`src/hdl/sawarq_pkg.sv`:
```
// Shared types and codes for the stop-and-wait ARQ controller.
// No dependencies.
`timescale 1ns / 1ps

package sawarq_pkg;

	// protocol states
	localparam logic [1:0] ST_IDLE = 2'd0;
	localparam logic [1:0] ST_TX   = 2'd1;
	localparam logic [1:0] ST_ACK  = 2'd2;

	// event codes
	localparam logic [2:0] EV_WORD  = 3'd0;
	localparam logic [2:0] EV_DRCV  = 3'd1;
	localparam logic [2:0] EV_DSENT = 3'd2;
	localparam logic [2:0] EV_ASENT = 3'd3;
	localparam logic [2:0] EV_ARCV  = 3'd4;
	localparam logic [2:0] EV_TOUT  = 3'd5;

	// action codes
	localparam logic [3:0] ACT_SEND_ACK  = 4'd0;
	localparam logic [3:0] ACT_SEND_DATA = 4'd1;
	localparam logic [3:0] ACT_START_TMR = 4'd2;
	localparam logic [3:0] ACT_ACK_OK    = 4'd3;
	localparam logic [3:0] ACT_MISMATCH  = 4'd4;
	localparam logic [3:0] ACT_RESEND    = 4'd5;
	localparam logic [3:0] ACT_GIVE_UP   = 4'd6;
	localparam logic [3:0] ACT_ACK_DONE  = 4'd7;
	localparam logic [3:0] ACT_WARN      = 4'd8;

	// configuration register indexes
	localparam int unsigned CFG_IDX_W = 2;
	localparam logic [CFG_IDX_W-1:0] CFG_PEER_ADDR = 2'd0;
	localparam logic [CFG_IDX_W-1:0] CFG_RETRY_LIM = 2'd1;
	localparam logic [CFG_IDX_W-1:0] CFG_SEQ_MOD   = 2'd2;
	localparam int unsigned CFG_DATA_W = 9;

	// at most this many actions per event
	localparam int unsigned MAX_ACTIONS = 6;
	localparam int unsigned CNT_W = 3;

	typedef struct packed {
		logic load;   // take the accepted event into the pending flags
		logic drain;  // consume one flag and register its action
		logic last;   // the drained action closes the request
	} sawarq_cmd_t;

	typedef struct packed {
		logic can_drain;   // a flag is consumable now
		logic more_after;  // a flag would still be consumable after this drain
	} sawarq_status_t;

endpackage

```
`src/hdl/sawarq_ctrl.sv`:
```
// Sequencer for the stop-and-wait ARQ controller: input/output handshakes
// and drain counting. Depends on sawarq_pkg.
`timescale 1ns / 1ps

module sawarq_ctrl (
	input  logic                       clk,
	input  logic                       arst_n,
	input  logic                       in_valid,
	output logic                       in_stall,
	output logic                       out_valid,
	input  logic                       out_stall,
	input  sawarq_pkg::sawarq_status_t status,
	output sawarq_pkg::sawarq_cmd_t    cmd
);

	localparam logic C_IDLE  = 1'b0;
	localparam logic C_DRAIN = 1'b1;

	logic                          state_q;
	logic                          state_d;
	logic [sawarq_pkg::CNT_W-1:0]  cnt_q;
	logic                          out_valid_q;
	logic                          slot_free;
	logic                          last_act;

	assign slot_free = !out_valid_q || !out_stall;
	assign last_act  = (cnt_q == sawarq_pkg::CNT_W'(sawarq_pkg::MAX_ACTIONS - 1))
		|| !status.more_after;

	assign in_stall  = (state_q != C_IDLE);
	assign out_valid = out_valid_q;

	always_comb begin
		cmd.load  = (state_q == C_IDLE) && in_valid;
		cmd.drain = (state_q == C_DRAIN) && slot_free && status.can_drain;
		cmd.last  = last_act;
	end

	always_comb begin
		state_d = state_q;
		unique case (state_q)
			C_IDLE: begin
				if (in_valid)
					state_d = C_DRAIN;
			end
			C_DRAIN: begin
				if (!status.can_drain)
					state_d = C_IDLE;
				else if (cmd.drain && last_act)
					state_d = C_IDLE;
			end
			default: state_d = C_IDLE;
		endcase
	end

	always_ff @(posedge clk or negedge arst_n) begin
		if (!arst_n) begin
			state_q     <= C_IDLE;
			cnt_q       <= '0;
			out_valid_q <= 1'b0;
		end else begin
			state_q <= state_d;
			if (cmd.load)
				cnt_q <= '0;
			else if (cmd.drain)
				cnt_q <= cnt_q + 1'b1;
			if (cmd.drain)
				out_valid_q <= 1'b1;
			else if (!out_stall)
				out_valid_q <= 1'b0;
		end
	end

endmodule

```
`src/hdl/sawarq_dp.sv`:
```
// Datapath of the stop-and-wait ARQ controller: config registers, protocol
// state, pending flags, drain priority and the output register. Uses sawarq_pkg.
`timescale 1ns / 1ps

module sawarq_dp (
	input  logic                                   clk,
	input  logic                                   arst_n,
	input  logic                                   cfg_we,
	input  logic [sawarq_pkg::CFG_IDX_W-1:0]       cfg_index,
	input  logic [sawarq_pkg::CFG_DATA_W-1:0]      cfg_data,
	input  logic [2:0]                             func,
	input  logic [7:0]                             peer_source,
	input  logic [7:0]                             peer_seq,
	input  sawarq_pkg::sawarq_cmd_t                cmd,
	output sawarq_pkg::sawarq_status_t             status,
	output logic [3:0]                             action,
	output logic [7:0]                             frame_seq,
	output logic [7:0]                             frame_dest,
	output logic [2:0]                             ignored_event,
	output logic [1:0]                             state_after,
	output logic                                   last
);

	// configuration
	logic [7:0] peer_addr_q;
	logic [7:0] retry_lim_q;
	logic [8:0] seq_mod_q;

	// protocol state
	logic [1:0] pstate_q;
	logic [5:0] pend_q;
	logic [7:0] next_seq_q;
	logic [7:0] sent_seq_q;
	logic [7:0] retry_q;
	logic       timer_q;
	logic [7:0] held_src_q;
	logic [7:0] held_seq_q;

	// drain results
	logic [1:0] d_pstate;
	logic [5:0] d_pend;
	logic [7:0] d_next_seq;
	logic [7:0] d_sent_seq;
	logic [7:0] d_retry;
	logic       d_timer;
	logic [3:0] d_act;
	logic [7:0] d_seq;
	logic [7:0] d_dest;
	logic [2:0] d_ign;
	logic       d_fire;
	logic [8:0] seq_inc;
	logic [7:0] retry_inc;

	// output register
	logic [3:0] act_q;
	logic [7:0] fseq_q;
	logic [7:0] fdest_q;
	logic [2:0] ign_q;
	logic [1:0] st_after_q;
	logic       last_q;

	function automatic logic consumable(input logic [1:0] st, input logic [5:0] p);
		logic r;
		r = 1'b0;
		unique case (st)
			sawarq_pkg::ST_IDLE: r = |p;
			sawarq_pkg::ST_TX:   r = p[sawarq_pkg::EV_ASENT] | p[sawarq_pkg::EV_DSENT];
			sawarq_pkg::ST_ACK:  r = |p[5:1];
			default:             r = 1'b0;
		endcase
		return r;
	endfunction

	assign seq_inc   = {1'b0, next_seq_q} + 9'd1;
	assign retry_inc = retry_q + 8'd1;

	always_comb begin
		d_pstate   = pstate_q;
		d_pend     = pend_q;
		d_next_seq = next_seq_q;
		d_sent_seq = sent_seq_q;
		d_retry    = retry_q;
		d_timer    = timer_q;
		d_act      = sawarq_pkg::ACT_WARN;
		d_seq      = 8'd0;
		d_dest     = 8'd0;
		d_ign      = 3'd0;
		d_fire     = 1'b1;
		unique case (pstate_q)
			sawarq_pkg::ST_IDLE: begin
				if (pend_q[sawarq_pkg::EV_DRCV]) begin
					d_pend[sawarq_pkg::EV_DRCV] = 1'b0;
					d_pstate = sawarq_pkg::ST_TX;
					d_act    = sawarq_pkg::ACT_SEND_ACK;
					d_seq    = held_seq_q;
					d_dest   = held_src_q;
				end else if (pend_q[sawarq_pkg::EV_WORD]) begin
					d_pend[sawarq_pkg::EV_WORD] = 1'b0;
					d_sent_seq = next_seq_q;
					// wrap; modulus 0 behaves as 256
					if (seq_mod_q != 9'd0 && seq_inc >= seq_mod_q)
						d_next_seq = 8'd0;
					else
						d_next_seq = seq_inc[7:0];
					d_retry  = 8'd0;
					d_pstate = sawarq_pkg::ST_TX;
					d_act    = sawarq_pkg::ACT_SEND_DATA;
					d_seq    = next_seq_q;
					d_dest   = peer_addr_q;
				end else if (pend_q[sawarq_pkg::EV_DSENT]) begin
					d_pend[sawarq_pkg::EV_DSENT] = 1'b0;
					d_ign = sawarq_pkg::EV_DSENT;
				end else if (pend_q[sawarq_pkg::EV_ASENT]) begin
					d_pend[sawarq_pkg::EV_ASENT] = 1'b0;
					d_ign = sawarq_pkg::EV_ASENT;
				end else if (pend_q[sawarq_pkg::EV_ARCV]) begin
					d_pend[sawarq_pkg::EV_ARCV] = 1'b0;
					d_ign = sawarq_pkg::EV_ARCV;
				end else if (pend_q[sawarq_pkg::EV_TOUT]) begin
					d_pend[sawarq_pkg::EV_TOUT] = 1'b0;
					d_ign = sawarq_pkg::EV_TOUT;
				end else begin
					d_fire = 1'b0;
				end
			end
			sawarq_pkg::ST_TX: begin
				if (pend_q[sawarq_pkg::EV_ASENT]) begin
					d_pend[sawarq_pkg::EV_ASENT] = 1'b0;
					d_pstate = (timer_q || pend_q[sawarq_pkg::EV_TOUT]) ?
						sawarq_pkg::ST_ACK : sawarq_pkg::ST_IDLE;
					d_act = sawarq_pkg::ACT_ACK_DONE;
				end else if (pend_q[sawarq_pkg::EV_DSENT]) begin
					d_pend[sawarq_pkg::EV_DSENT] = 1'b0;
					d_pstate = sawarq_pkg::ST_ACK;
					d_timer  = 1'b1;
					d_act    = sawarq_pkg::ACT_START_TMR;
					d_seq    = sent_seq_q;
					d_dest   = peer_addr_q;
				end else begin
					d_fire = 1'b0;
				end
			end
			sawarq_pkg::ST_ACK: begin
				if (pend_q[sawarq_pkg::EV_ARCV]) begin
					d_pend[sawarq_pkg::EV_ARCV] = 1'b0;
					d_seq  = held_seq_q;
					d_dest = held_src_q;
					if (held_seq_q == sent_seq_q) begin
						d_timer  = 1'b0;
						d_pstate = sawarq_pkg::ST_IDLE;
						d_act    = sawarq_pkg::ACT_ACK_OK;
					end else begin
						d_act = sawarq_pkg::ACT_MISMATCH;
					end
				end else if (pend_q[sawarq_pkg::EV_TOUT]) begin
					d_pend[sawarq_pkg::EV_TOUT] = 1'b0;
					d_retry = retry_inc;
					d_seq   = sent_seq_q;
					d_dest  = peer_addr_q;
					if (retry_inc >= retry_lim_q) begin
						d_pstate = sawarq_pkg::ST_IDLE;
						d_pend[sawarq_pkg::EV_DSENT] = 1'b0;
						d_act = sawarq_pkg::ACT_GIVE_UP;
					end else begin
						d_pstate = sawarq_pkg::ST_TX;
						d_act    = sawarq_pkg::ACT_RESEND;
					end
				end else if (pend_q[sawarq_pkg::EV_DRCV]) begin
					d_pend[sawarq_pkg::EV_DRCV] = 1'b0;
					d_pstate = sawarq_pkg::ST_TX;
					d_act    = sawarq_pkg::ACT_SEND_ACK;
					d_seq    = held_seq_q;
					d_dest   = held_src_q;
				end else if (pend_q[sawarq_pkg::EV_DSENT]) begin
					d_pend[sawarq_pkg::EV_DSENT] = 1'b0;
					d_ign = sawarq_pkg::EV_DSENT;
				end else if (pend_q[sawarq_pkg::EV_ASENT]) begin
					d_pend[sawarq_pkg::EV_ASENT] = 1'b0;
					d_ign = sawarq_pkg::EV_ASENT;
				end else begin
					d_fire = 1'b0;
				end
			end
			default: d_fire = 1'b0;
		endcase
	end

	always_comb begin
		status.can_drain  = d_fire;
		status.more_after = consumable(d_pstate, d_pend);
	end

	always_ff @(posedge clk or negedge arst_n) begin
		if (!arst_n) begin
			peer_addr_q <= 8'd0;
			retry_lim_q <= 8'd4;
			seq_mod_q   <= 9'd256;
			pstate_q    <= sawarq_pkg::ST_IDLE;
			pend_q      <= '0;
			next_seq_q  <= 8'd0;
			sent_seq_q  <= 8'd0;
			retry_q     <= 8'd0;
			timer_q     <= 1'b0;
			held_src_q  <= 8'd0;
			held_seq_q  <= 8'd0;
		end else begin
			if (cfg_we) begin
				unique case (cfg_index)
					sawarq_pkg::CFG_PEER_ADDR: peer_addr_q <= cfg_data[7:0];
					sawarq_pkg::CFG_RETRY_LIM: retry_lim_q <= cfg_data[7:0];
					sawarq_pkg::CFG_SEQ_MOD:   seq_mod_q   <= cfg_data;
					default: ;
				endcase
			end
			if (cmd.load) begin
				unique case (func) inside
					sawarq_pkg::EV_WORD, sawarq_pkg::EV_DSENT, sawarq_pkg::EV_ASENT:
						pend_q[func] <= 1'b1;
					sawarq_pkg::EV_DRCV, sawarq_pkg::EV_ARCV: begin
						pend_q[func] <= 1'b1;
						held_src_q   <= peer_source;
						held_seq_q   <= peer_seq;
					end
					sawarq_pkg::EV_TOUT: begin
						pend_q[func] <= 1'b1;
						timer_q      <= 1'b0;
					end
					default: ;  // unknown events leave no trace
				endcase
			end else if (cmd.drain) begin
				pstate_q   <= d_pstate;
				pend_q     <= d_pend;
				next_seq_q <= d_next_seq;
				sent_seq_q <= d_sent_seq;
				retry_q    <= d_retry;
				timer_q    <= d_timer;
			end
		end
	end

	always_ff @(posedge clk) begin
		if (cmd.drain) begin
			act_q      <= d_act;
			fseq_q     <= d_seq;
			fdest_q    <= d_dest;
			ign_q      <= d_ign;
			st_after_q <= d_pstate;
			last_q     <= cmd.last;
		end
	end

	assign action        = act_q;
	assign frame_seq     = fseq_q;
	assign frame_dest    = fdest_q;
	assign ignored_event = ign_q;
	assign state_after   = st_after_q;
	assign last          = last_q;

endmodule

```
`src/hdl/stop_and_wait_arq_controller.sv`:
```
// Top level of the stop-and-wait ARQ controller.
// Instantiates sawarq_ctrl and sawarq_dp; uses sawarq_pkg.
`timescale 1ns / 1ps

// Usage
//  Input channel (in_valid/in_stall) carries one event: func, peer_source,
//  peer_seq. Output channel (out_valid/out_stall) carries one action per
//  request, with last set on the final action caused by the event.
//  An event sets its pending flag; the block then drains flags one per cycle
//  while the output is not stalled, in the per-state priority, giving 0 to 6
//  actions. The event is first loaded into the pending flags; each drain then
//  registers one action in the output register.
//  Further events are stalled until the final action is registered; the
//  next event may be taken while that action still waits at the output.
//  A stalled receiver holds the output register and pauses the drain.
//  Configuration (cfg_we, cfg_index, cfg_data) must be written by the user
//  only while idle; the block itself does not enforce this.
//  Reset clears protocol state, pending flags and counters, and loads
//  the default configuration (peer 0, retry limit 4, modulus 256).

module stop_and_wait_arq_controller (
	input  logic                               clk,
	input  logic                               arst_n,
	input  logic                               cfg_we,
	input  logic [sawarq_pkg::CFG_IDX_W-1:0]   cfg_index,
	input  logic [sawarq_pkg::CFG_DATA_W-1:0]  cfg_data,
	input  logic                               in_valid,
	output logic                               in_stall,
	input  logic [2:0]                         func,
	input  logic [7:0]                         peer_source,
	input  logic [7:0]                         peer_seq,
	output logic                               out_valid,
	input  logic                               out_stall,
	output logic [3:0]                         action,
	output logic [7:0]                         frame_seq,
	output logic [7:0]                         frame_dest,
	output logic [2:0]                         ignored_event,
	output logic [1:0]                         state_after,
	output logic                               last
);

	sawarq_pkg::sawarq_cmd_t    cmd;
	sawarq_pkg::sawarq_status_t status;

	sawarq_ctrl u_ctrl (
		.clk       (clk),
		.arst_n    (arst_n),
		.in_valid  (in_valid),
		.in_stall  (in_stall),
		.out_valid (out_valid),
		.out_stall (out_stall),
		.status    (status),
		.cmd       (cmd)
	);

	sawarq_dp u_dp (
		.clk           (clk),
		.arst_n        (arst_n),
		.cfg_we        (cfg_we),
		.cfg_index     (cfg_index),
		.cfg_data      (cfg_data),
		.func          (func),
		.peer_source   (peer_source),
		.peer_seq      (peer_seq),
		.cmd           (cmd),
		.status        (status),
		.action        (action),
		.frame_seq     (frame_seq),
		.frame_dest    (frame_dest),
		.ignored_event (ignored_event),
		.state_after   (state_after),
		.last          (last)
	);

endmodule

```
`config.mk`:
```
export PLATFORM = sky130hd
export DESIGN_NAME = stop_and_wait_arq_controller
export DESIGN_NICKNAME = d
export VERILOG_FILES = /design/src/hdl/sawarq_pkg.sv /design/src/hdl/sawarq_ctrl.sv /design/src/hdl/sawarq_dp.sv /design/src/hdl/stop_and_wait_arq_controller.sv
export SDC_FILE = /design/constraint.sdc
export NUM_CORES = 1
export LEC_CHECK = 0
export CORE_ASPECT_RATIO = 0.8
export CORE_MARGIN = 1.5
export CORE_UTILIZATION = 25
export CTS_BUF_LIST = sky130_fd_sc_hd__clkbuf_8
export DETAILED_ROUTE_END_ITERATION = 10
export DONT_BUFFER_PORTS = 1
export PLACE_DENSITY = 0.41
export SLEW_MARGIN = 10
export SYNTH_ARGS = -nofsm -noshare
export SYNTH_HDL_FRONTEND = slang
export SYNTH_HIERARCHICAL = 1
export SYNTH_SLANG_ARGS = --single-unit
```
`constraint.sdc`:
```
create_clock -name clk -period 5 [get_ports clk]
set_input_delay 0.25 -clock clk [delete_from_list [all_inputs] [get_ports clk]]
set_output_delay 0.25 -clock clk [all_outputs]
set_load 0.05 [all_outputs]
```
==> results of run 1 <==
-- final cells by class --
type | instances | share of cell area [%]
flip-flops and latches | 105 | 45.0
multi-input cells | 325 | 39.0
well taps | 269 | 5.49
repair buffers | 32 | 5.39
clock buffers | 9 | 2.02
inverters | 30 | 1.84
clock inverters | 7 | 1.16
-- state kept, by name, summed over array words and instances (netlist names), 2 cells and up --
| register | flops |
|---|---|
| u_dp/state_after | 2 |
| u_ctrl/cnt_q | 3 |
| u_dp/frame_seq | 8 |
| u_dp/frame_dest | 8 |
| u_dp/peer_addr_q | 8 |
| u_dp/held_src_q | 8 |
| u_dp/next_seq_q | 8 |
| u_dp/ignored_event | 3 |
| u_dp/sent_seq_q | 8 |
| u_dp/action | 4 |
| u_dp/held_seq_q | 8 |
| u_dp/pend_q | 6 |
| u_dp/retry_q | 8 |
| u_dp/seq_mod_q | 9 |
| u_dp/retry_lim_q | 8 |
| u_dp/pstate_q | 2 |
-- stage by stage --
stage	utilization, %	hold WS [ns]
floorplan	-	-0.0456
global placement	26.9	-0.0416
detailed placement	26.9	-0.0407
CTS	29.3	0.0189
global route	29.3	0.0311
finish	29.3	0.0485
-- worst max path at each step --
stage	cells after the start	slack [ns]	to
detailed placement	10	1.70	u_dp/next_seq_q[2]
finish	10	1.73	u_dp/next_seq_q[2]
global placement	10	1.79	u_dp/next_seq_q[2]
global route	10	1.29	u_dp/next_seq_q[2]
CTS	10	1.68	u_dp/next_seq_q[2]
floorplan	12	1.39	u_dp/retry_q[5]
-- critical path, stage by stage, from the launching register on --
cell and delay, ns:
dfrtp_1 0.63, nand2b_1 0.31, a21oi_1 0.15, or2_2 0.13, nand2_1 0.13, nor2_4 0.42
nor2b_1 0.42, nand2_2 0.33, a21oi_2 0.40, nand3_1 0.12, o22ai_1 0.17
-- synthesized netlist by cell type, types with 3 or more instances --
master     n
clkbuf_1   6
o22ai_1    3
nor2_1    23
or3_1      3
nor4_1     3
nand2_1   38
ha_1      21
buf_2      8
nand3_1   14
and3_1     5
nand2b_1  11
nor3_1     9
nor2b_1    6
dfrtp_1   77
o211ai_1   3
a22o_1    11
xnor2_1   15
nand4_1    3
edfxtp_1  26
a32o_1     5
a21oi_1   19
xor2_1     6
mux2_2    49
inv_1     30
o21ai_0   24
a222oi_1   8
a211oi_1   3
o31ai_1    5
-- repair_timing --
action | 4_1_cts | 5_1_grt
hold endpoints to repair | 122 | 0
setup buffers | 0 | 0
hold buffers | 29 | 0
endpoints found under the setup margin | 0 | 0
-- power groups by stage --
stage	combinational, mW	sequential, mW	clock [mW]
final	1.01	1.81	0.538
after global routing	1.15	1.85	0.594
after CTS	1.03	1.81	0.565
after detailed placement	0.985	1.83	0
after global placement	0.975	1.83	0
after floorplan	0.840	1.68	0
-- cell families after synthesis --
group / Yosys count / synth area share (%)
XOR/XNOR: 21 / 3.43
AO/OA/AOI/OAI: 100 / 12.9
flip-flops: 105 / 51.4
AND/OR/NAND/NOR: 132 / 12.5
multiplexers: 50 / 10.5
buffers and inverters: 50 / 4.15
adder cells (fa/ha/maj): 22 / 5.08
-- per-layer routing --
metal	global-route usage [%]	vias to the layer above	wire length [um]
met5	0	-	12
met4	2.83	2	107
met3	4.60	10	884
met2	19.7	95	6020
met1	17.2	1854	6390
li1	-	1800	-
==> reports/qor.yml, run 1 <==
pwr:
  seqPwrFrac_pct: 53.9
  power.density_nw_per_um2: 548
  combPwrFrac_pct: 30.1
  static-leakage-power_nw: 2.59
  switching_share_pct: 45.3
  clkPwrFrac_pct: 16.0
  intPower_mw: 1.84
  vdd_drop_max_uv: 167
  p_switching_mw: 1.52
  total_power_mw: 3.36
timing:
  skew_ns: 0.0284
  finalSetupViolations: 0
  hold_viol_final: 0
  max_slew.worst_pin.slew_ns: 1.02
  post-route-period-util_pct: 65.4
  slew_violations: 0
  setup_slack_ns: 1.73
  final.min_clock_period_ns: 3.27
  tns_ns: 0
  slew_headroom_pct: 31.7
  rsz0062_at_grt: "no"
  clock.fmax_mhz: 306
cells_and_area:
  multi_input_area_um2: 2390
  mostFrequentLayoutCell: "dfrtp_1"
  final_area_um2: 6130
  fin_cells: 777
  drive_gt1_share_pct: 16.1
  antennaDiodeCount: 0
  fin_nets: 559
  n_fill_cell: 2113
  final_cell_mix: "dfrtp_1, mux2_2, nand2_1"
  syn_to_final_growth_pct: 14.1
  final-seq-area_um2: 2760
worst_setup_path:
  critical_path_required_ns: 5.33
  r2r_start: "u_dp/pstate_q[0]"
  r2r_cells: 10
  crit_start: "u_dp/pstate_q[0]"
  worst_ep_arrival_time_ns: 3.59
  worst_setup_path_start_kind: "flop"
  crit_type: "flop to flop"
  crit_path_end_kind: "flop"
  r2r_end: "u_dp/next_seq_q[2]"
  cp_max_fo: 22
  regToRegSetupSlack_ns: 1.73
detailed_routing:
  drt-initial-drc-count: 210
  drc: 3
  dr_total_vias: 3761
  first_pass_iters: 8
  wl_mm: 13.4
  wl_per_cell_um: 17.3
  detail-route-antenna-nets: 0
  viasPerCell: 4.84
clock_network:
  ctsResizeCount: 0
  cts_sinks: 105
  cts_tree: "built"
  cts_root_buf: "clkbuf_8"
  clockBufferDepth: 2
  cts-buffers-inserted: 9
  clk_pin_slew_worst_paths_ns: 0.11
  ctsHtreeMaxLevel: 3
  clk_latency_ns: 0.41
synth:
  synth_edf_count: 26
  ys_ff_latch: 105
  async_flop_share_pct: 75.2
  synth.avg_cell_area_um2: 11.2
  seq_area_frac_synth_pct: 51.4
  syn_area_um2: 5370
  synth.top_cell.area_share_pct: 35.9
  postSynthCellCount: 480
  synth_top_area_cell: "dfrtp_1"
  synth_area_leaders: "dfrtp_1, edfxtp_1, mux2_2, ha_1, nand2_1"
  yosys_warnings: 6
  synth.net_count: 536
  ys_types: 62
  ys.flop_type: "dfrtp_1"
die:
  rows: 47
  initial_utilization_pct: 25.7
  dieHeight_um: 134
  dieArea_um2: 22400
  ios: 63
  die_w_um: 167
  fp.coreArea_um2: 20900
global_route:
  gr-total-overflow: 0
  antenna_found_initial: 1
  grt_pass1_vias: 3823
  grt_usage_pct: 12.8
  grt_pass1_wl_mm: 22.0
  grt_max_degree: 80
placed_design:
  dpl_cell_area_um2: 5620
  portBuffers: 0
  placed_cells: 732
  dpl.hpwl_mm: 9.67
  place_worst_setup_slack_ns: 1.70
  gp_congestion: 0.801
outcome:
  outcome: "finished, violations left"
  violations: "DRC"
worst_hold_path:
  whs_path_depth: 3
  min_path_type: "input port to flop"
  min_from: "func[2]"
  whs_endpoint: "u_dp/pend_q[2]"
job:
  max-cap-violations: 0
Power figures use the tool's default switching activity.
==> inputs of run 2 (changes only) <==
==> constraint.sdc (replaced) <==
create_clock -name clk -period 3.45 [get_ports clk]
set_input_delay 0.1725 -clock clk [delete_from_list [all_inputs] [get_ports clk]]
set_output_delay 0.1725 -clock clk [all_outputs]
set_load 0.05 [all_outputs]
==> run 2 against run 1 <==
Compared with the run above:
- the flow still finishes with violations (DRC)
- combinational power is 70% higher
- utilization is 0.39 points higher
- sequential share of layout area is 0.59 points lower
- global-route usage is 0.27 points higher
- via count is 0.48% higher
- critical endpoint is now u_ctrl/in_stall
==> reports/qor.yml, run 2 (same netlist as run 1, synthesis figures left out) <==
detailed_routing:
  dr_total_vias: 3779
  wl_mm: 13.8
  drt-initial-drc-count: 261
  drc: 5
  first_pass_iters: 10
  wl_per_cell_um: 17.5
  viasPerCell: 4.80
  detail-route-antenna-nets: 0
timing:
  tns_ns: 0
  finalSetupViolations: 0
  skew_ns: 0.0187
  clock.fmax_mhz: 330
  rsz0062_at_grt: "no"
  hold_viol_final: 0
  max_slew.worst_pin.slew_ns: 0.808
  slew_headroom_pct: 45.9
  holdWs_ns: 0.0450
  final.min_clock_period_ns: 3.03
  slew_violations: 0
  post-route-period-util_pct: 87.8
  setup_slack_ns: 0.423
placed_design:
  portBuffers: 0
  dpl.hpwl_mm: 9.73
  gp_congestion: 0.825
  place_worst_setup_slack_ns: 0.270
worst_setup_path:
  worst_setup_path_start_kind: "flop"
  critical_path_required_ns: 3.71
  cp_max_fo: 6
  worst_ep_arrival_time_ns: 3.29
  crit_type: "flop to flop"
  crit_path_end_kind: "flop"
worst_hold_path:
  min_path_type: "input port to flop"
pwr:
  power.density_nw_per_um2: 798
  total_power_mw: 4.95
  intPower_mw: 2.73
  vdd_drop_max_uv: 258
  p_switching_mw: 2.23
  static-leakage-power_nw: 2.64
  switching_share_pct: 45.0
  seqPwrFrac_pct: 50.0
  combPwrFrac_pct: 34.8
  clkPwrFrac_pct: 15.1
clock_network:
  cts-buffers-inserted: 9
  clockBufferDepth: 2
  post_cts_buffers: 0
  clk_latency_ns: 0.39
  clk_pin_slew_worst_paths_ns: 0.11
  cts_sinks: 105
  ctsHtreeMaxLevel: 3
  cts_root_buf: "clkbuf_8"
  cts_tree: "built"
global_route:
  grt_pass1_vias: 3905
  grt_pass1_wl_mm: 22.6
  gr-total-overflow: 0
  antenna_found_initial: 0
  grt_max_degree: 80
  grt_usage_pct: 13.1
die:
  fp.coreArea_um2: 20900
  dieArea_um2: 22400
  initial_utilization_pct: 25.7
  rows: 47
  die_w_um: 167
  ios: 63
  dieHeight_um: 134
cells_and_area:
  final-seq-area_um2: 2760
  largest_reg_flops: 9
  mostFrequentLayoutCell: "dfrtp_1"
  final_cell_mix: "dfrtp_1, mux2_2, nand2_1"
  drive_gt1_share_pct: 17.9
  antennaDiodeCount: 0
  multi_input_area_um2: 2400
  syn_to_final_growth_pct: 15.7
  n_fill_cell: 2154
  regMostFlops: "u_dp/seq_mod_q"
  fin_nets: 570
outcome:
  outcome: "finished, violations left"
  violations: "DRC"
job:
  max-cap-violations: 0
run 2: changes by cell type in the layout (fill, tap and decap cells not counted), sizes merged:
cell	change
dlygate4sd3	+1
buf	+10
run 2: metal layers:
layer / vias to the layer above / global-route usage, % / part of all wire (%)
met5: - / 0 / 0
met4: 0 / 2.88 / 0.73
met3: 8 / 3.63 / 4.6
met2: 91 / 20.5 / 45
met1: 1875 / 18.0 / 49
li1: 1805 / - / -
run 2: final cells by class:
class,instances,share of cell area [%]
multi-input combinational,325,38.6
tap,269,5.42
sequential,105,44.5
timing repair buffer,43,6.69
clock inverter,7,1.03
inverter,30,1.81
clock buffer,9,2.00
run 2: per-stage QoR:
step | std cells | util, % | area, um2
after floorplan | 480 | - | 5370
after global routing | 788 | 29.7 | 6210
final | 788 | 29.7 | 6210
after global placement | 742 | 27.3 | 5700
after detailed placement | 742 | 27.3 | 5700
after CTS | 788 | 29.7 | 6200
run 2: timing repair:
item / in CTS / in global routing
endpoints found under the setup margin: 0 / 1
hold buffers: 30 / 0
gates resized for setup: 0 / 1
hold endpoints to repair: 127 / 0
run 2: path summary, 6_finish.rpt:
check                           startpoint                 end  slack, ns  depth (start not counted)
max                        u_dp/retry_q[0]     u_ctrl/in_stall       0.42                         13
min                                func[1]      u_dp/pend_q[1]       0.04                          3
max reg2reg                u_dp/retry_q[0]     u_ctrl/in_stall       0.42                         13
min reg2reg                u_ctrl/cnt_q[2]     u_ctrl/cnt_q[2]       0.51                          1
max in group asynchronous           arst_n  u_dp/sent_seq_q[7]       2.77                          2
min in group asynchronous           arst_n  u_dp/held_src_q[3]       0.32                          2
run 2: critical path: stages (launching register included):
cell and delay, ns:
dfrtp_1 0.48, and3_1 0.23, and3_1 0.19, and3_1 0.19, xor2_1 0.21, ha_1 0.29, a21oi_1 0.14, o21ai_0 0.12
a21oi_2 0.25, a21oi_1 0.20, o31ai_1 0.13, o221ai_1 0.22, a21oi_1 0.16, o21bai_1 0.09
run 2: power groups by stage:
stage | clock [mW] | combinational [mW] | sequential [mW]
5_1_grt | 0.846 | 1.93 | 2.53
6_report | 0.750 | 1.72 | 2.48
4_1_cts | 0.796 | 1.73 | 2.49
3_5_place_dp | 0 | 1.67 | 2.51
2_1_floorplan | 0 | 1.22 | 2.44
3_3_place_gp | 0 | 1.66 | 2.51
